File: config.mk
export PLATFORM = sky130hd
export DESIGN_NAME = ssmd_ctrl
export DESIGN_NICKNAME = d
export VERILOG_FILES = /design/src/hw/rtl/ssmd_pkg.sv /design/src/hw/rtl/ssmd_ctrl.sv
export SDC_FILE = /design/constraint.sdc
export NUM_CORES = 1
export LEC_CHECK = 0
export BUFFER_PORTS_ARGS = -buffer_cell sky130_fd_sc_hd__buf_4
export CAP_MARGIN = 10
export CORE_AREA = 2 2 39 41
export DETAILED_ROUTE_END_ITERATION = 10
export DIE_AREA = 0 0 41 43
export PLACE_DENSITY = 0.49
export SYNTH_ARGS = -nofsm -noshare
export SYNTH_HDL_FRONTEND = slang
export SYNTH_SLANG_ARGS = --single-unit
File: constraint.sdc
create_clock -name clk -period 3 [get_ports clk]
set_clock_uncertainty 0.2 [all_clocks]
set_input_delay 0 -clock clk [delete_from_list [all_inputs] [get_ports clk]]
set_output_delay 0 -clock clk [all_outputs]
set_load 0.05 [all_outputs]
File: src/hw/rtl/ssmd_pkg.sv
// Shared types and constants for the seven-segment multiplexed display block.
// Used by ssmd_ctrl, ssmd_dp and seven_segment_mux_display_top.
`timescale 1ns / 1ps

package ssmd_pkg;

  localparam int DIGIT_SLOTS = 8;

  localparam logic [2:0] KIND_TICK  = 3'd0;
  localparam logic [2:0] KIND_DEC   = 3'd1;
  localparam logic [2:0] KIND_HEX   = 3'd2;
  localparam logic [2:0] KIND_RAW   = 3'd3;
  localparam logic [2:0] KIND_DP    = 3'd4;
  localparam logic [2:0] KIND_CLEAR = 3'd5;

  localparam logic REG_NDIGITS  = 1'b0;
  localparam logic REG_POLARITY = 1'b1;

  localparam logic [7:0] GLYPH_BLANK = 8'h00;
  localparam logic [7:0] GLYPH_MINUS = 8'h40;

  localparam logic [31:0] RECIP_10 = 32'hCCCC_CCCD;

  localparam logic [32:0] POW10 [0:8] = '{
    33'd1, 33'd10, 33'd100, 33'd1000, 33'd10000, 33'd100000,
    33'd1000000, 33'd10000000, 33'd100000000
  };

  localparam logic [32:0] POW16 [0:8] = '{
    33'h0_0000_0001, 33'h0_0000_0010, 33'h0_0000_0100, 33'h0_0000_1000,
    33'h0_0001_0000, 33'h0_0010_0000, 33'h0_0100_0000, 33'h0_1000_0000,
    33'h1_0000_0000
  };

  typedef struct packed {
    logic load;
    logic exec;
    logic step;
    logic publish;
  } ssmd_cmd_t;

  typedef struct packed {
    logic [2:0] kind;
    logic       range_ok;
    logic       last_step;
  } ssmd_stat_t;

  function automatic logic [7:0] glyph(input logic [3:0] d);
    logic [7:0] g;
    case (d)
      4'h0: g = 8'h3F;
      4'h1: g = 8'h06;
      4'h2: g = 8'h5B;
      4'h3: g = 8'h4F;
      4'h4: g = 8'h66;
      4'h5: g = 8'h6D;
      4'h6: g = 8'h7D;
      4'h7: g = 8'h07;
      4'h8: g = 8'h7F;
      4'h9: g = 8'h6F;
      4'hA: g = 8'h77;
      4'hB: g = 8'h7C;
      4'hC: g = 8'h39;
      4'hD: g = 8'h5E;
      4'hE: g = 8'h79;
      4'hF: g = 8'h71;
      default: g = GLYPH_BLANK;
    endcase
    return g;
  endfunction

endpackage

File: src/hw/rtl/ssmd_ctrl.sv
// Controller state machine for the seven-segment display block.
// Depends on ssmd_pkg; drives ssmd_dp through command/status structs.
`timescale 1ns / 1ps

module ssmd_ctrl (
  input  logic                clk,
  input  logic                rst_n,
  input  logic                in_valid,
  output logic                in_ready,
  output logic                out_valid,
  input  logic                out_ready,
  input  ssmd_pkg::ssmd_stat_t stat,
  output ssmd_pkg::ssmd_cmd_t  cmd
);

  typedef enum logic [1:0] {
    S_IDLE,
    S_EXEC,
    S_CONV,
    S_DONE
  } state_t;

  state_t state_r, state_nxt;
  logic   out_valid_r, out_valid_nxt;
  logic   is_write;

  assign in_ready  = (state_r == S_IDLE);
  assign out_valid = out_valid_r;
  assign is_write  = (stat.kind == ssmd_pkg::KIND_DEC) || (stat.kind == ssmd_pkg::KIND_HEX);

  always_comb begin
    cmd.load    = (state_r == S_IDLE) && in_valid;
    cmd.exec    = (state_r == S_EXEC);
    cmd.step    = (state_r == S_CONV);
    cmd.publish = (state_r == S_DONE) && (!out_valid_r || out_ready);
  end

  always_comb begin
    state_nxt     = state_r;
    out_valid_nxt = out_valid_r && !out_ready;
    case (state_r)
      S_IDLE: begin
        if (in_valid) state_nxt = S_EXEC;
      end
      S_EXEC: begin
        if (is_write && stat.range_ok) state_nxt = S_CONV;
        else state_nxt = S_DONE;
      end
      S_CONV: begin
        if (stat.last_step) state_nxt = S_DONE;
      end
      S_DONE: begin
        if (cmd.publish) begin
          state_nxt     = S_IDLE;
          out_valid_nxt = 1'b1;
        end
      end
      default: state_nxt = S_IDLE;
    endcase
  end

  always_ff @(posedge clk) begin
    if (!rst_n) begin
      state_r     <= S_IDLE;
      out_valid_r <= 1'b0;
    end else begin
      state_r     <= state_nxt;
      out_valid_r <= out_valid_nxt;
    end
  end

endmodule

==> summary.md <==
| Metric | Value |
|---|---|
| GRT Total Usage | `7.322%` |
| Share of post-route cells with drive strength above 1 | `43.48%` |
| Worst-Skew Late Latency | `0.23 ns` |
| CP Capture Point | `state_r[0]$_SDFFE_PN0P_` |
| Area contributors post-synth | `ha_1 25%, dfxtp_1 24%, inv_1 7.4%` |
| Setup TNS | `0 ns` |
| WS Path Type | `flop to flop` |
| Clock root cell | `clkbuf_4` |
| Slew Viols, Final | `0` |
| Critical path arrival | `1.85 ns` |
| Core area | `0.001384 mm2` |
| Post-synthesis adder-cell area fraction | `24.75%` |
| Max clock buf depth | `2` |
| Hold_ws | `0.02610 ns` |
| FP Rows | `14` |
| Die area | `0.001763 mm2` |
| Post-Synth XOR/XNOR Area | `3.465%` |
| CTS tree | `built` |
| Final core utilization | `30.65%` |
| Syn nets | `40` |
| EDFF count, synth | `0` |
| Final setup fails | `0` |
| Routed len/inst | `8.484 um` |
| # resized after CTS | `0` |
| CP Max Fanout | `5` |
| Hpwl dp | `438.6 um` |
| Reg2Reg Setup Slack | `1.06 ns` |
| H-tree depth | `1` |
| Area post-placement | `377.9 um2` |
| Post-Syn Area | `252.7 um2` |
| Worst VDD drop | `0.0002515 V` |
| Seq/Total Area, Yosys | `23.76%` |
| Top-Level Pins | `15` |
| HP Class | `primary input to flop` |
| GP Congestion | `0.6126` |
| Main combinational cell family by area after synthesis | `adder cells` |
| Largest net degree at the start of global routing | `6` |
| Crit share post-route | `64.77%` |
| Ant. Diodes | `0` |
| Layout filler cell count | `158` |
| Final WL | `526 um` |
| GR Layer Usage met3 | `3.141%` |
| Synth cell count leaders | `5 x ha_1, 5 x inv_1, 3 x dfxtp_1` |
| Top-area cell type share of the netlist area | `24.75%` |
| Dominant synthesized flop cell | `dfxtp_1` |
| Drc violations | `0` |
| Hold_buf cts | `2` |
| Compound-Gate Fraction of Synth Area | `13.37%` |
| Worst slew margin | `66.23%` |
| Synth unique cells | `16` |
| Worst-margin pin slew | `0.5065 ns` |
| Area of the multi-input gates | `173.9 um2` |
| Sequential cell area | `60.06 um2` |
| 1st-iter DRT viols | `7` |
| Syn Inst Count | `26` |
| Slowest stage delay, CP | `0.50 ns` |
| Synth area leader | `ha_1` |
| Grt met1 use | `6.731%` |
| Worst reg2reg path depth | `5` |
| Leakage power | `0.2143 nW` |
| RSZ-0062 raised after global routing | `no` |
| CP Launch Type | `flop` |
| Finished layout cell area | `424.2 um2` |
| GRT met2 Usage | `9.688%` |
| P per Cell Area | `1026 mW/mm2` |
| Synth warn | `0` |
| Area growth, synth to finish | `67.82%` |
| GR Overflow Total | `0` |
| Reg clk slew, reported paths | `0.03 ns` |
| TritonRoute pass-1 iters | `4` |
| Number of global-route vias before repair | `223` |
| IO buf count | `14` |
| Vias per Instance | `3.919` |
| Clock sinks | `3` |
| Mean post-synth cell area | `9.721 um2` |
| Initial core utilization | `18.26%` |
| Asr flop ratio synth | `0%` |
| Remaining antenna violation count | `0` |
| Post-synthesis register bit count | `3` |
| Chip width | `41 um` |
| Req. time, crit path | `2.91 ns` |
| CP max stage cell | `a222oi_1` |
| Global routing's busiest layer | `met4` |
| Via count | `243` |
| Most common cell after layout, fill and taps aside | `buf_4` |
| NumNets Final | `61` |
| Post-Synth Simple-Gate Area | `23.27%` |
| Final Critical Period | `1.943 ns` |
| Worst setup path start | `state_r[0]$_SDFFE_PN0P_` |
| Mux contribution to synthesized area | `3.960%` |
| Max Cap Violations | `0` |
| Initial antenna violation count | `0` |
| First-pass GRT wire length | `786 um` |
| FF-to-FF Start | `state_r[0]$_SDFFE_PN0P_` |
| Crit end category | `flop` |
| Max Clock Freq | `514.6 MHz` |
| Commonest non-fill, non-tap cells in the layout | `14 x buf_4, 5 x inv_1, 5 x ha_1` |
| Status | `finished, final reports clean` |
| Chip Height | `43 um` |
| Reg-to-reg endpoint | `state_r[0]$_SDFFE_PN0P_` |
| Fin. Hold Viols | `0` |
| Worst path cell trace | `inv_1 -> ha_1 -> a222oi_1 -> nor4b_2 -> nor3_1` |
| Setup repair bufs after CTS | `0` |
| CTS buffer count | `3` |
area by class of cell:
class	count	area share (%)
Inverter	5	4.425
Multi-Input combinational cell	18	41.00
Sequential cell	3	14.16
Tap cell	16	4.720
Clock buffer	4	6.195
Timing Repair Buffer	16	29.50
registers in the layout, summed over array words and instances (netlist names):
name	cells
state_r	2
out_valid	1
how the worst min path moves through the flow:
stage | start | to | cells after the start
after floorplan | rst_n | out_valid$_SDFF_PN0_ | 1
after global placement | rst_n | out_valid$_SDFF_PN0_ | 2
after CTS | stat[0] | state_r[0]$_SDFFE_PN0P_ | 5
after detailed placement | rst_n | out_valid$_SDFF_PN0_ | 2
final | stat[0] | state_r[0]$_SDFFE_PN0P_ | 5
after global routing | stat[0] | state_r[0]$_SDFFE_PN0P_ | 5
per-stage QoR:
step / power [mW] / setup slack (ns) / instances
5_1_grt: 0.4738 / 0.9088 / 62
6_report: 0.4353 / 1.057 / 62
2_1_floorplan: 0.2964 / 0.9657 / 26
3_3_place_gp: 0.3661 / 1.077 / 56
4_1_cts: 0.4437 / 1.040 / 62
3_5_place_dp: 0.3660 / 1.051 / 56
where the power goes:
group | leakage (nW) | internal [mW] | switching (mW)
Combinational | 0.175 | 0.107 | 0.186
Clock | 0.0150 | 0.0498 | 0.0201
Sequential | 0.0247 | 0.0550 | 0.0174
Total | 0.214 | 0.212 | 0.223
critical path, delay by kind of cell, from the launching register on:
family / cells / cell delay [ns]
simple gates: 2 / 0.36
flops: 1 / 0.40
fa+ha+maj: 1 / 0.24
buf+inv: 1 / 0.13
compound gates: 1 / 0.50
kinds of logic after synthesis:
family          Yosys count
xor+xnor                  1
mux                       1
simple gates              7
buf+inv                   5
fa+ha+maj                 5
compound gates            4
flops                     3
metal layers:
| metal | vias up | wire, um |
|---|---|---|
| met4 | 0 | 9 |
| met1 | 107 | 212 |
| li1 | 127 | - |
| met2 | 7 | 250 |
| met3 | 2 | 54 |
| met5 | - | 0 |
Note: power is estimated with default switching activity, not from simulation.
